==> config.mk <==
export PLATFORM = sky130hd
export DESIGN_NAME = ook_frame_receiver
export DESIGN_NICKNAME = d
export VERILOG_FILES = /design/src/rtl/ofr_pkg.sv /design/src/rtl/ofr_front.sv /design/src/rtl/ofr_queue.sv /design/src/rtl/ofr_back.sv /design/src/rtl/ook_frame_receiver.sv
export SDC_FILE = /design/constraint.sdc
export NUM_CORES = 1
export LEC_CHECK = 0
export ABC_AREA = 1
export ABC_CLOCK_PERIOD_IN_PS = 3120
export BUFFER_PORTS_ARGS = -buffer_cell sky130_fd_sc_hd__buf_4
export CAP_MARGIN = 40
export CORE_MARGIN = 8
export CORE_UTILIZATION = 25
export CTS_CLUSTER_SIZE = 14
export DETAILED_ROUTE_END_ITERATION = 7
export PLACE_DENSITY = 0.38
export SLEW_MARGIN = 20
export SYNTH_ARGS = -nofsm -noshare
export SYNTH_HDL_FRONTEND = slang
export SYNTH_SLANG_ARGS = --single-unit
export TNS_END_PERCENT = 5
==> constraint.sdc <==
create_clock -name clk -period 3.12 [get_ports clk]
set_input_delay 0.624 -clock clk [delete_from_list [all_inputs] [get_ports clk]]
set_output_delay 0.624 -clock clk [all_outputs]
set_load 0.02 [all_outputs]
==> src/rtl/ofr_pkg.sv <==
`timescale 1ns / 1ps
`default_nettype none
// ----------------------------------------------------------------------------
// ofr_pkg: shared types and constants of the OOK frame receiver
// Word formats, queue entry, phase and result codes, register indexes.
// ----------------------------------------------------------------------------
package ofr_pkg;

    // input word: one line bit or a release command
    typedef struct packed {
        logic command;
        logic bit_value;
    } in_word_t;

    // result word
    typedef struct packed {
        logic [1:0]  kind;
        logic [7:0]  byte_value;
        logic [7:0]  byte_index;
        logic [15:0] frame_address;
        logic [7:0]  frame_length;
        logic        reject_cause;
    } out_word_t;

    // classified operation carried from front to back
    typedef enum logic [1:0] {
        OP_BIT0    = 2'd0,
        OP_BIT1    = 2'd1,
        OP_RELEASE = 2'd2
    } op_t;

    typedef struct packed {
        logic valid;
        op_t  op;
    } entry_t;

    typedef enum logic [1:0] {
        PH_HUNT    = 2'd0,
        PH_FRAME   = 2'd1,
        PH_PENDING = 2'd2
    } phase_t;

    typedef enum logic [1:0] {
        KIND_BYTE   = 2'd0,
        KIND_ACCEPT = 2'd1,
        KIND_REJECT = 2'd2
    } kind_t;

    localparam logic CAUSE_ADDRESS  = 1'b0;
    localparam logic CAUSE_CHECKSUM = 1'b1;

    // configuration register indexes
    localparam int unsigned CFG_INDEX_W = 2;
    localparam int unsigned CFG_DATA_W  = 16;
    localparam logic [CFG_INDEX_W-1:0] CFG_OWN_ADDRESS  = 2'd0;
    localparam logic [CFG_INDEX_W-1:0] CFG_PROMISCUOUS  = 2'd1;
    localparam logic [CFG_INDEX_W-1:0] CFG_MIN_PREAMBLE = 2'd2;

    localparam logic [15:0] SUM_SEED           = 16'h0055;
    localparam logic [6:0]  PREAMBLE_MAX       = 7'd127;
    localparam logic [6:0]  MIN_PREAMBLE_RESET = 7'd20;
    localparam logic [8:0]  HEADER_BYTES       = 9'd3;

    // front-to-back queue
    localparam int unsigned QDEPTH = 4;
    localparam int unsigned QPTR_W = 2;
    localparam int unsigned QCNT_W = 3;

endpackage
`default_nettype wire

==> src/rtl/ofr_front.sv <==
`timescale 1ns / 1ps
`default_nettype none
// ----------------------------------------------------------------------------
// ofr_front: input stage
// Registers each accepted word as a classified operation and hands it to
// the queue; stalls only while its register holds a word the queue refuses.
// ----------------------------------------------------------------------------
module ofr_front (
    input  wire logic             clk,
    input  wire logic             rst_n,
    input  wire logic             in_valid,
    output logic                  in_stall,
    input  wire ofr_pkg::in_word_t in_data,
    input  wire logic             q_full,
    output ofr_pkg::entry_t       push
);
    import ofr_pkg::*;

    logic valid_reg, valid_next;
    op_t  op_reg, op_next;
    logic accept, pushed;

    assign in_stall = valid_reg && q_full;
    assign accept   = in_valid && !in_stall;
    assign pushed   = valid_reg && !q_full;

    // classify the incoming word
    always_comb
    begin
        valid_next = valid_reg;
        op_next    = op_reg;
        if (pushed)
            valid_next = 1'b0;
        if (accept)
        begin
            valid_next = 1'b1;
            if (in_data.command)
                op_next = OP_RELEASE;
            else if (in_data.bit_value)
                op_next = OP_BIT1;
            else
                op_next = OP_BIT0;
        end
    end

    always_ff @(posedge clk or negedge rst_n)
    begin
        if (!rst_n)
        begin
            valid_reg <= 1'b0;
            op_reg    <= OP_BIT0;
        end
        else
        begin
            valid_reg <= valid_next;
            op_reg    <= op_next;
        end
    end

    assign push.valid = pushed;
    assign push.op    = op_reg;

endmodule
`default_nettype wire

==> src/rtl/ofr_queue.sv <==
`timescale 1ns / 1ps
`default_nettype none
// ----------------------------------------------------------------------------
// ofr_queue: short operation queue
// Four-entry FIFO between the input stage and the frame engine.
// ----------------------------------------------------------------------------
module ofr_queue (
    input  wire logic            clk,
    input  wire logic            rst_n,
    input  wire ofr_pkg::entry_t push,
    output logic                 full,
    output ofr_pkg::entry_t      head,
    input  wire logic            pop
);
    import ofr_pkg::*;

    op_t               mem [QDEPTH];
    logic [QPTR_W-1:0] wr_ptr_reg, wr_ptr_next;
    logic [QPTR_W-1:0] rd_ptr_reg, rd_ptr_next;
    logic [QCNT_W-1:0] count_reg, count_next;
    logic              do_push, do_pop;

    assign full    = (count_reg == QCNT_W'(QDEPTH));
    assign do_push = push.valid && !full;
    assign do_pop  = pop && (count_reg != '0);

    // pointer and fill count
    always_comb
    begin
        wr_ptr_next = do_push ? wr_ptr_reg + 1'b1 : wr_ptr_reg;
        rd_ptr_next = do_pop  ? rd_ptr_reg + 1'b1 : rd_ptr_reg;
        count_next  = count_reg;
        if (do_push && !do_pop)
            count_next = count_reg + 1'b1;
        else if (do_pop && !do_push)
            count_next = count_reg - 1'b1;
    end

    always_ff @(posedge clk or negedge rst_n)
    begin
        if (!rst_n)
        begin
            wr_ptr_reg <= '0;
            rd_ptr_reg <= '0;
            count_reg  <= '0;
        end
        else
        begin
            wr_ptr_reg <= wr_ptr_next;
            rd_ptr_reg <= rd_ptr_next;
            count_reg  <= count_next;
        end
    end

    // storage
    always_ff @(posedge clk)
    begin
        if (do_push)
            mem[wr_ptr_reg] <= push.op;
    end

    assign head.valid = (count_reg != '0);
    assign head.op    = mem[rd_ptr_reg];

    // fill count stays within the depth
    a_count_bound: assert property (@(posedge clk) disable iff (!rst_n)
        count_reg <= QCNT_W'(QDEPTH))
        else $error("queue count above depth");

    // a pop always has an entry behind it
    a_pop_nonempty: assert property (@(posedge clk) disable iff (!rst_n)
        pop |-> head.valid)
        else $error("pop from empty queue");

    // the input stage pushes only when there is room
    a_push_room: assert property (@(posedge clk) disable iff (!rst_n)
        push.valid |-> !full)
        else $error("push into full queue");

endmodule
`default_nettype wire

==> src/rtl/ofr_back.sv <==
`timescale 1ns / 1ps
`default_nettype none
// ----------------------------------------------------------------------------
// ofr_back: frame engine
// Preamble hunt, byte assembly, address and checksum checks, result
// register, and the configuration registers.
// ----------------------------------------------------------------------------
module ofr_back (
    input  wire logic                              clk,
    input  wire logic                              rst_n,
    input  wire ofr_pkg::entry_t                   head,
    output logic                                   pop,
    input  wire logic                              cfg_write,
    input  wire logic [ofr_pkg::CFG_INDEX_W-1:0]   cfg_index,
    input  wire logic [ofr_pkg::CFG_DATA_W-1:0]    cfg_data,
    output logic                                   out_valid,
    input  wire logic                              out_stall,
    output ofr_pkg::out_word_t                     out_data
);
    import ofr_pkg::*;

    // configuration
    logic [15:0] own_addr_reg;
    logic        promisc_reg;
    logic [6:0]  min_pre_reg;

    // frame state
    phase_t      phase_reg, phase_next;
    logic [6:0]  pre_cnt_reg, pre_cnt_next;
    logic [11:0] bit_pos_reg, bit_pos_next;
    logic [7:0]  shift_reg, shift_next;
    logic [15:0] addr_reg, addr_next;
    logic [7:0]  len_reg, len_next;
    logic [15:0] sum_reg, sum_next;
    logic [7:0]  cl_reg, cl_next;

    // result register
    logic        out_valid_reg, out_valid_next;
    out_word_t   out_word_reg, out_word_next;

    logic        bit_in;
    logic [8:0]  byte_no;
    logic [2:0]  bit_no;
    logic [7:0]  byte_done;
    logic [8:0]  ck_lo_no;
    logic        emit;
    out_word_t   emit_word;
    logic        do_hunt;
    logic        go_frame;

    // the engine takes one word whenever the queue has one and the result register can take a result
    assign pop       = head.valid && (!out_valid_reg || !out_stall);
    assign bit_in    = (head.op == OP_BIT1);
    assign byte_no   = bit_pos_reg[11:3];
    assign bit_no    = bit_pos_reg[2:0];
    assign byte_done = {bit_in, shift_reg[6:0]};
    assign ck_lo_no  = HEADER_BYTES + {1'b0, len_reg};

    // frame engine next state
    always_comb
    begin
        phase_next   = phase_reg;
        pre_cnt_next = pre_cnt_reg;
        bit_pos_next = bit_pos_reg;
        shift_next   = shift_reg;
        addr_next    = addr_reg;
        len_next     = len_reg;
        sum_next     = sum_reg;
        cl_next      = cl_reg;
        emit         = 1'b0;
        do_hunt      = 1'b0;
        go_frame     = 1'b0;
        emit_word.kind          = KIND_BYTE;
        emit_word.byte_value    = '0;
        emit_word.byte_index    = '0;
        emit_word.frame_address = addr_reg;
        emit_word.frame_length  = len_reg;
        emit_word.reject_cause  = CAUSE_ADDRESS;

        if (pop)
        begin
            if (head.op == OP_RELEASE)
                do_hunt = 1'b1;
            else
            begin
                unique case (phase_reg)
                    PH_PENDING:
                    begin
                        // bits ignored until release
                    end
                    PH_FRAME:
                    begin
                        bit_pos_next = bit_pos_reg + 1'b1;
                        if (bit_no == 3'd0)
                            shift_next = {7'd0, bit_in};
                        else
                            shift_next = shift_reg | (8'(bit_in) << bit_no);
                        if (bit_no == 3'd7)
                        begin
                            if (byte_no == 9'd0)
                                addr_next = {8'd0, byte_done};
                            else if (byte_no == 9'd1)
                            begin
                                addr_next = {byte_done, addr_reg[7:0]};
                                if (!promisc_reg && ({byte_done, addr_reg[7:0]} != own_addr_reg))
                                begin
                                    emit = 1'b1;
                                    emit_word.kind          = KIND_REJECT;
                                    emit_word.frame_address = {byte_done, addr_reg[7:0]};
                                    emit_word.reject_cause  = CAUSE_ADDRESS;
                                    do_hunt = 1'b1;
                                end
                            end
                            else if (byte_no == 9'd2)
                                len_next = byte_done;
                            else if (byte_no < ck_lo_no)
                            begin
                                // payload byte
                                sum_next = sum_reg + {8'd0, byte_done};
                                emit = 1'b1;
                                emit_word.kind       = KIND_BYTE;
                                emit_word.byte_value = byte_done;
                                emit_word.byte_index = 8'(byte_no - HEADER_BYTES);
                            end
                            else if (byte_no == ck_lo_no)
                                cl_next = byte_done;
                            else
                            begin
                                // checksum complete
                                emit = 1'b1;
                                if ({byte_done, cl_reg} == sum_reg)
                                begin
                                    emit_word.kind = KIND_ACCEPT;
                                    phase_next     = PH_PENDING;
                                end
                                else
                                begin
                                    emit_word.kind         = KIND_REJECT;
                                    emit_word.reject_cause = CAUSE_CHECKSUM;
                                    do_hunt = 1'b1;
                                end
                            end
                        end
                    end
                    default:
                    begin
                        // preamble hunt
                        if (bit_in)
                        begin
                            if (pre_cnt_reg != PREAMBLE_MAX)
                                pre_cnt_next = pre_cnt_reg + 1'b1;
                        end
                        else
                        begin
                            do_hunt  = 1'b1;
                            go_frame = (pre_cnt_reg > min_pre_reg);
                        end
                    end
                endcase
            end
        end

        if (do_hunt)
        begin
            phase_next   = go_frame ? PH_FRAME : PH_HUNT;
            pre_cnt_next = '0;
            bit_pos_next = '0;
            shift_next   = '0;
            addr_next    = '0;
            len_next     = '0;
            sum_next     = SUM_SEED;
            cl_next      = '0;
        end
    end

    // result register
    always_comb
    begin
        out_valid_next = out_valid_reg;
        out_word_next  = out_word_reg;
        if (out_valid_reg && !out_stall)
            out_valid_next = 1'b0;
        if (pop && emit)
        begin
            out_valid_next = 1'b1;
            out_word_next  = emit_word;
        end
    end

    always_ff @(posedge clk or negedge rst_n)
    begin
        if (!rst_n)
        begin
            phase_reg     <= PH_HUNT;
            pre_cnt_reg   <= '0;
            bit_pos_reg   <= '0;
            shift_reg     <= '0;
            addr_reg      <= '0;
            len_reg       <= '0;
            sum_reg       <= SUM_SEED;
            cl_reg        <= '0;
            out_valid_reg <= 1'b0;
        end
        else
        begin
            phase_reg     <= phase_next;
            pre_cnt_reg   <= pre_cnt_next;
            bit_pos_reg   <= bit_pos_next;
            shift_reg     <= shift_next;
            addr_reg      <= addr_next;
            len_reg       <= len_next;
            sum_reg       <= sum_next;
            cl_reg        <= cl_next;
            out_valid_reg <= out_valid_next;
        end
    end

    always_ff @(posedge clk)
    begin
        out_word_reg <= out_word_next;
    end

    // configuration writes
    always_ff @(posedge clk or negedge rst_n)
    begin
        if (!rst_n)
        begin
            own_addr_reg <= '0;
            promisc_reg  <= 1'b0;
            min_pre_reg  <= MIN_PREAMBLE_RESET;
        end
        else if (cfg_write)
        begin
            unique case (cfg_index)
                CFG_OWN_ADDRESS:  own_addr_reg <= cfg_data[15:0];
                CFG_PROMISCUOUS:  promisc_reg  <= cfg_data[0];
                CFG_MIN_PREAMBLE: min_pre_reg  <= cfg_data[6:0];
                default:
                begin
                end
            endcase
        end
    end

    assign out_valid = out_valid_reg;
    assign out_data  = out_word_reg;

    // never overwrite a result that is still held
    a_no_overwrite: assert property (@(posedge clk) disable iff (!rst_n)
        !(pop && emit && out_valid_reg && out_stall))
        else $error("result register overwritten");

    // an accepted frame leaves the engine pending
    a_accept_pending: assert property (@(posedge clk) disable iff (!rst_n)
        (pop && emit && emit_word.kind == KIND_ACCEPT) |=> (phase_reg == PH_PENDING))
        else $error("accept without pending phase");

    // while pending, only a release moves the engine
    a_pending_hold: assert property (@(posedge clk) disable iff (!rst_n)
        (phase_reg == PH_PENDING && !(pop && head.op == OP_RELEASE))
            |=> (phase_reg == PH_PENDING && $stable(bit_pos_reg)))
        else $error("pending frame disturbed");

endmodule
`default_nettype wire

==> src/rtl/ook_frame_receiver.sv <==
`timescale 1ns / 1ps
`default_nettype none
// ----------------------------------------------------------------------------
// ook_frame_receiver: on-off-keyed frame receiver
// Hunts a ones preamble, assembles address, length, payload and checksum,
// streams payload bytes and ends each frame with an accept or reject word.
//
//   channel   signals                          direction   word
//   input     in_valid / in_stall / in_data    in          in_word_t
//   output    out_valid / out_stall / out_data out         out_word_t
//   config    cfg_write / cfg_index / cfg_data in          16-bit data
//
// One word per cycle sustained while out_stall is low; the frame engine updates
// its state once per word. An accepted word goes from the input register into
// the queue, then from the queue through the engine into the result register.
// The four-entry queue absorbs output stalls before the input side stalls.
// Reset clears all control state and loads the configuration defaults; no clearing
// pass is needed.
// ----------------------------------------------------------------------------
module ook_frame_receiver (
    input  wire logic                            clk,
    input  wire logic                            rst_n,
    input  wire logic                            in_valid,
    output logic                                 in_stall,
    input  wire ofr_pkg::in_word_t               in_data,
    output logic                                 out_valid,
    input  wire logic                            out_stall,
    output ofr_pkg::out_word_t                   out_data,
    input  wire logic                            cfg_write,
    input  wire logic [ofr_pkg::CFG_INDEX_W-1:0] cfg_index,
    input  wire logic [ofr_pkg::CFG_DATA_W-1:0]  cfg_data
);
    import ofr_pkg::*;

    entry_t push;
    entry_t head;
    logic   q_full;
    logic   pop;

    // input stage
    ofr_front u_front (
        .clk      (clk),
        .rst_n    (rst_n),
        .in_valid (in_valid),
        .in_stall (in_stall),
        .in_data  (in_data),
        .q_full   (q_full),
        .push     (push)
    );

    // decoupling queue
    ofr_queue u_queue (
        .clk   (clk),
        .rst_n (rst_n),
        .push  (push),
        .full  (q_full),
        .head  (head),
        .pop   (pop)
    );

    // frame engine
    ofr_back u_back (
        .clk       (clk),
        .rst_n     (rst_n),
        .head      (head),
        .pop       (pop),
        .cfg_write (cfg_write),
        .cfg_index (cfg_index),
        .cfg_data  (cfg_data),
        .out_valid (out_valid),
        .out_stall (out_stall),
        .out_data  (out_data)
    );

endmodule
`default_nettype wire
Word-level counts from Yosys, hierarchy flattened

Memory sizes are Yosys's and may differ from the RTL's.
Cells that the tools add are included.

Register bits after elaboration: 155
RAM bits: 8
Bits of input ports: 25
Output and inout bits: 45
Word-level logic and storage cells: 225
Memories: 1

$add $sub $neg: 9
Magnitude comparators: 2
Eq/ne operators: 21
Shifts and indexed selects: 1
Muxes and demuxes: 110
Bitwise logic cells: 5
Reduce and logical (&&, ||, !) cells: 52

Memories:

| name        | words | bits a word | rd ports | clocked after memory_dff | write ports | line            | source |
|---|---|---|---|---|---|---|---|
| u_queue.mem | 4     | 2           | 1        | 0                        | 1           | ofr_queue.sv:17 | `op_t mem [QDEPTH];` |

Operators with widths:

| operator                                               | number |
|---|---|
| two-way mux 16 bit                                     | 24 |
| two-way mux 8 bit                                      | 23 |
| two-way mux 12 bit                                     | 4 |
| two-way mux 7 bit                                      | 6 |
| two-way mux 2 bit                                      | 17 |
| two-way mux 1 bit                                      | 32 |
| nonzero test 2 bit                                     | 13 |
| two-way mux 18 bit                                     | 1 |
| adder 16 x 8 -> 16 bit                                 | 1 |
| equality test 16 bit                                   | 1 |
| inequality test 16 bit                                 | 1 |
| AND reduction 5 bit                                    | 3 |
| inequality test 2 x 1 -> 1 bit (second input constant) | 7 |
| adder 12 x 1 -> 12 bit (second input constant)         | 1 |
| logical AND 1 bit                                      | 11 |
| AND reduction 10 bit                                   | 1 |
| adder 2 x 8 -> 9 bit (first input constant)            | 1 |
| equality test 9 x 1 -> 1 bit (second input constant)   | 1 |
| equality test 9 x 2 -> 1 bit (second input constant)   | 1 |
| equality test 9 bit                                    | 1 |
| logical NOT 9 bit                                      | 1 |
| less-than comparator 9 bit                             | 1 |
| AND reduction 9 bit                                    | 1 |
| bitwise OR 8 bit                                       | 1 |
| 27 further kinds                                       | 46 |

Logic depth before layout (Yosys ltp)

An unclocked memory read counts as a cell.

Depth after elaboration: 15
Depth in mapped cells: 24

Modules after synthesis

A second synthesis with hierarchy kept.

Cell total of the unflattened synthesis: 1035
Area total of the unflattened synthesis: 8748.4 um^2

Modules (own cells, without submodules):

| module    | instances | cells an instance | area an instance (um^2) | sequential area each (um^2) |
|---|---|---|---|---|
| ofr_back  | 1         | 935               | 7830.0                  | 3826.2 |
| ofr_queue | 1         | 83                | 778.2                   | 415.4 |
| ofr_front | 1         | 17                | 140.1                   | 75.1 |

Worst setup path before layout

OpenSTA, ideal clock, no wires.

Path type: register to register
Start point: register u_back.len_reg[0]
End point: register u_back.out_word_reg (netlist bit u_back.out_data[0]) (enable)
Setup time: 401 ps
Data arrival time: 2897 ps
Data required time: 2719 ps
Path slack: -179 ps
Cell stages (with the launch flop): 14
Buffers on the path: 0
Clock period less this slack: 3299 ps
Cell sequence: dfrtp_1 -> inv_1 -> ha_1 -> nor2_1 -> nand3_1 -> nand3b_1 -> ha_1 -> nand2_1 -> inv_1 -> a21oi_1 -> nand3_1 -> nand2_1 -> nand2_1 -> nand2_1

Word-level cells in the longest chain between the ends: 12
Elaborated cells between the ends (all ways): 13

RTL lines:

| item                                                                               | line            | source |
|---|---|---|
| start: declaration                                                                 | ofr_back.sv:33  | `logic [7:0] len_reg, len_next;` |
| start signal: assignment                                                           | ofr_back.sv:211 | `len_reg <= len_next;` |
| adder 2 x 8 -> 9 bit (*)                                                           | ofr_back.sv:57  | `assign ck_lo_no = HEADER_BYTES + {1'b0, len_reg};` |
| parallel branches: the longest is 2 deep, another holds less-than comparator 9 bit | -               |  |
| two-way mux 1 bit (*)                                                              | ofr_back.sv:116 | `else if (byte_no < ck_lo_no)` |
| two-way mux 1 bit (*)                                                              | ofr_back.sv:114 | `else if (byte_no == 9'd2)` |
| two-way mux 1 bit (*)                                                              | ofr_back.sv:102 | `else if (byte_no == 9'd1)` |
| two-way mux 1 bit (*)                                                              | ofr_back.sv:100 | `if (byte_no == 9'd0)` |
| two-way mux 1 bit (*)                                                              | ofr_back.sv:98  | `if (bit_no == 3'd7)` |
| two-way mux 1 bit (*)                                                              | ofr_back.sv:86  | `unique case (phase_reg)` |
| two-way mux 1 bit (*)                                                              | ofr_back.sv:82  | `if (head.op == OP_RELEASE)` |
| two-way mux 1 bit (*)                                                              | ofr_back.sv:80  | `if (pop)` |
| logical AND 1 bit (*)                                                              | ofr_back.sv:183 | `if (pop && emit)` |
| end signal: assignment                                                             | ofr_back.sv:220 | `out_word_reg <= out_word_next;` |
| end: declaration                                                                   | ofr_back.sv:39  | `out_word_t out_word_reg, out_word_next;` |

Every way passes the cells marked *.
A chain may end at the register's enable or synchronous reset.

Worst setup path in the final report

Start point: register u_back.len_reg[1]
End point: register u_back.cl_reg[0]

Word-level cells in the longest chain between the ends: 13
Elaborated cells between the ends (all ways): 23

RTL lines:

| item                                                                                | line            | source |
|---|---|---|
| adder 2 x 8 -> 9 bit (*)                                                            | ofr_back.sv:57  |  |
| parallel branches: the longest is 12 deep, another holds less-than comparator 9 bit | -               |  |
| end signal: assignment                                                              | ofr_back.sv:213 | `cl_reg <= cl_next;` |
| end: declaration                                                                    | ofr_back.sv:35  | `logic [7:0] cl_reg, cl_next;` |

Marked as above.

==> flow_metrics.py <==
metrics = {
    "critical_path": {
        "r2r-end": "u_back.cl_reg[0]",
        "reg2reg_depth": 21,
        "cp_top_family": "simple AND/OR/NAND/NOR gates",
        "cp_num_buf_inv": 1,
        "worst_setup_path_start_kind": "flip-flop",
        "cp_slowest_stage_delay_ps": 420,
        "crit_arrival_ps": 3400,
        "crit_path_max_fanout": 8,
        "crit_top_cell": "nand2_1",
        "cp-end-kind": "flip-flop",
        "cp.required_ps": 3440,
        "r2r_slack_ps": 40,
        "path_cells": "o21ai_2 > nand3b_1 > nand3b_1 > xor2_1 > ha_1 > nand2_4 > nor2_4 > nand3b_1 > nand3_2 > nand2_2 > nor2_2 > nand2_1 > nand2_1 > nand2_1 > nand2_1 > nand2_2 > nand2_8 > nand2_8 > o21ai_4 > clkbuf_16 > o21ai_1",
        "critical_path_class": "reg -> reg",
        "slowest_stage": "dfrtp_1",
        "r2r_start": "u_back.len_reg[1]",
    },
    "finish": {
        "drive_gt1_share_pct": 21.60,
        "n_fill_cell": 3618,
        "fin_area_um2": 11050,
        "n_antenna_cell": 0,
        "nets": 1178,
        "area_growth_pct": 28.56,
        "largest_register_ffs": 43,
    },
    "clocking": {
        "clockRootBuffer": "clkbuf_16",
        "cts_tree": "built",
        "htreeDepth": 4,
        "cts.sinks": 162,
        "clk_latency_ps": 430,
        "numCtsBuffers": 17,
        "cts_buffer_depth": 2,
        "cts-hold-fix-buffers": 0,
        "cts.reportedPaths.clkPinSlew_ps": 60,
    },
    "route": {
        "drc_errors": 0,
        "routed_wl_um": 25530,
        "routedWlPerCell_um": 16.16,
        "vias": 6945,
        "drt_iter0_markers": 481,
        "viasPerCell": 4.396,
        "firstDrtPassIters": 4,
        "drtAntennaViolNets": 0,
    },
    "grt": {
        "grt_busiest_layer": "met2",
        "grt_pass1_wl_um": 40670,
        "grt_pass1_vias": 7113,
        "grt.met2_usage_pct": 21.68,
        "grt_start_max_net_pins": 45,
        "grt_overflow": 0,
        "grtUsageTotal_pct": 12.73,
        "antenna_found_initial": 0,
        "grt_util_met3_pct": 2.139,
        "met1_usage_pct": 16.41,
    },
    "run": {
        "drv_cap": 0,
    },
    "yosys": {
        "ys_top_cells_by_area": "dfrtp_1 31%, edfxtp_1 18%, nand2_1 10%",
        "syn_nets": 1053,
        "avgSynthCellArea_um2": 8.705,
        "synthTopCellsByCount": "239 x nand2_1, 114 x inv_1, 105 x dfrtp_1",
        "synthCells": 987,
        "synthFlopType": "dfrtp_1",
        "synthArstFlopShare_pct": 68.52,
        "yosysTopAreaCellShare_pct": 30.58,
        "netlist_area_um2": 8592,
        "seq_area_frac_synth_pct": 50.24,
        "synth_edf_count": 51,
        "synthDistinctLibCells": 47,
        "synth_warnings": 0,
        "yosysTopAreaCell": "dfrtp_1",
        "synth_most_common_cell": "nand2_1",
        "ys_seq_elements": 162,
    },
    "place": {
        "io_buffers": 69,
        "postPlaceCellArea_um2": 10020,
        "gp_congestion": 0.7982,
        "dp_hpwl_um": 19290,
    },
    "floorplanning": {
        "start_util_pct": 25.12,
        "core-area_um2": 34200,
        "die_w_um": 201.4,
        "die_y_um": 201.4,
        "row_count": 68,
        "die_area_um2": 40560,
        "io_pins": 70,
    },
    "sta": {
        "finalSetupTns_ps": 0,
        "period_share_pct": 98.84,
        "drv_slew": 0,
        "finalClockSkew_ps": 11.46,
        "hold_viol": 0,
        "worst_pin_slew_ps": 816.0,
        "rsz0062_at_grt": "yes",
        "setup_viol": 0,
        "max_freq_mhz": 324.3,
        "slew_headroom_pct": 45.27,
        "finalCriticalPeriod_ps": 3084,
    },
    "hold_path": {
        "hp-class": "in -> async",
    },
    "pwr": {
        "p_leak_nw": 4.939,
        "cellPowerDensity_nw_per_um2": 737.7,
        "irDropWorstVdd_uv": 360.9,
    },
    "status": {
        "status": "finished, final reports clean",
    },
}
-- layer usage --
metal	vias up	part of all wire, %
li1	3519	-
met1	3302	47
met5	-	0
met3	18	2.5
met4	0	1.3
met2	106	49
-- final cells by class --
type | instances | area (µm²) | share of cell area [%]
well taps | 455 | 569.3 | 5.154
clock inverters | 14 | 210.2 | 1.903
inverters | 121 | 464.2 | 4.203
multi-input cells | 685 | 3984 | 36.07
flip-flops and latches | 162 | 4317 | 39.08
clock buffers | 18 | 429.2 | 3.885
repair buffers | 125 | 1072 | 9.708
-- worst register-to-register path, cell delays in order (launching register included) --
cell and delay [ps]:
dfrtp_1 420, o21ai_2 90, nand3b_1 170, nand3b_1 190
xor2_1 160, ha_1 330, nand2_4 90, nor2_4 100
nand3b_1 120, nand3_2 100, nand2_2 70, nor2_2 100
nand2_1 70, nand2_1 60, nand2_1 50, nand2_1 80
nand2_2 100, nand2_8 130, nand2_8 150, o21ai_4 140
clkbuf_16 210, o21ai_1 60
-- metrics by stage --
stage	hold WS (ps)	util, %	total power, mW	setup WS, ps	cells
2_1_floorplan	328.4	-	4.253	185.3	987
3_3_place_gp	468.4	29.29	5.286	-120.9	1542
3_5_place_dp	469.9	29.29	5.295	-126.1	1542
4_1_cts	203.7	31.43	7.823	-10.63	1575
5_1_grt	233.5	32.29	8.657	-182.7	1580
6_report	200.5	32.29	8.149	36.08	1580
-- worst max-delay path by stage --
stage	end	slack (ps)	depth (start not counted)	from
3_5_place_dp	u_back.len_reg[2]	-130	22	u_back.len_reg[0]
3_3_place_gp	u_back.len_reg[2]	-120	22	u_back.len_reg[0]
2_1_floorplan	u_back.len_reg[0]	190	23	u_back.len_reg[0]
6_report	u_back.cl_reg[0]	40	21	u_back.len_reg[1]
5_1_grt	u_back.addr_reg[13]	-180	23	u_back.len_reg[0]
4_1_cts	u_back.sum_reg[10]	-10	24	u_back.len_reg[0]
-- placed cells by master (no fill, tap or decap), types with 11 or more instances in the layout --
master     instances
a21oi_1           34
nor2_1            81
nand2_2           14
edfxtp_1          51
o21ai_0           62
xnor2_1           20
nand3_1           61
clkbuf_16         19
inv_1            110
ha_1              37
nand2_1          225
xor2_1            19
o21ai_1           11
nand4_1           26
buf_4            113
dfrtp_1          105
-- logic make-up after synthesis --
| group | count (synthesis) | synth area share (%) |
|---|---|---|
| flip-flops | 162 | 50.24 |
| buffers and inverters | 141 | 6.684 |
| adder cells (fa/ha/maj) | 41 | 6.145 |
| multiplexers | 7 | 0.9175 |
| AO/OA/AOI/OAI | 143 | 8.927 |
| XOR/XNOR | 40 | 4.078 |
| AND/OR/NAND/NOR | 453 | 23.01 |
-- report_power, final --
part | switching (mW) | internal [mW] | total, mW
logic | 2.03 | 1.24 | 3.27
registers | 0.165 | 2.40 | 2.56
clock network | 0.903 | 1.42 | 2.32
total | 3.10 | 5.05 | 8.15
-- timing repair --
action | CTS | global route
buffers inserted | 0 | 3
resized for setup | 20 | 72
setup endpoints to repair | 49 | 119
pin swaps | 3 | 19
cloned | 1 | 2
Power figures use the tool's default switching activity.
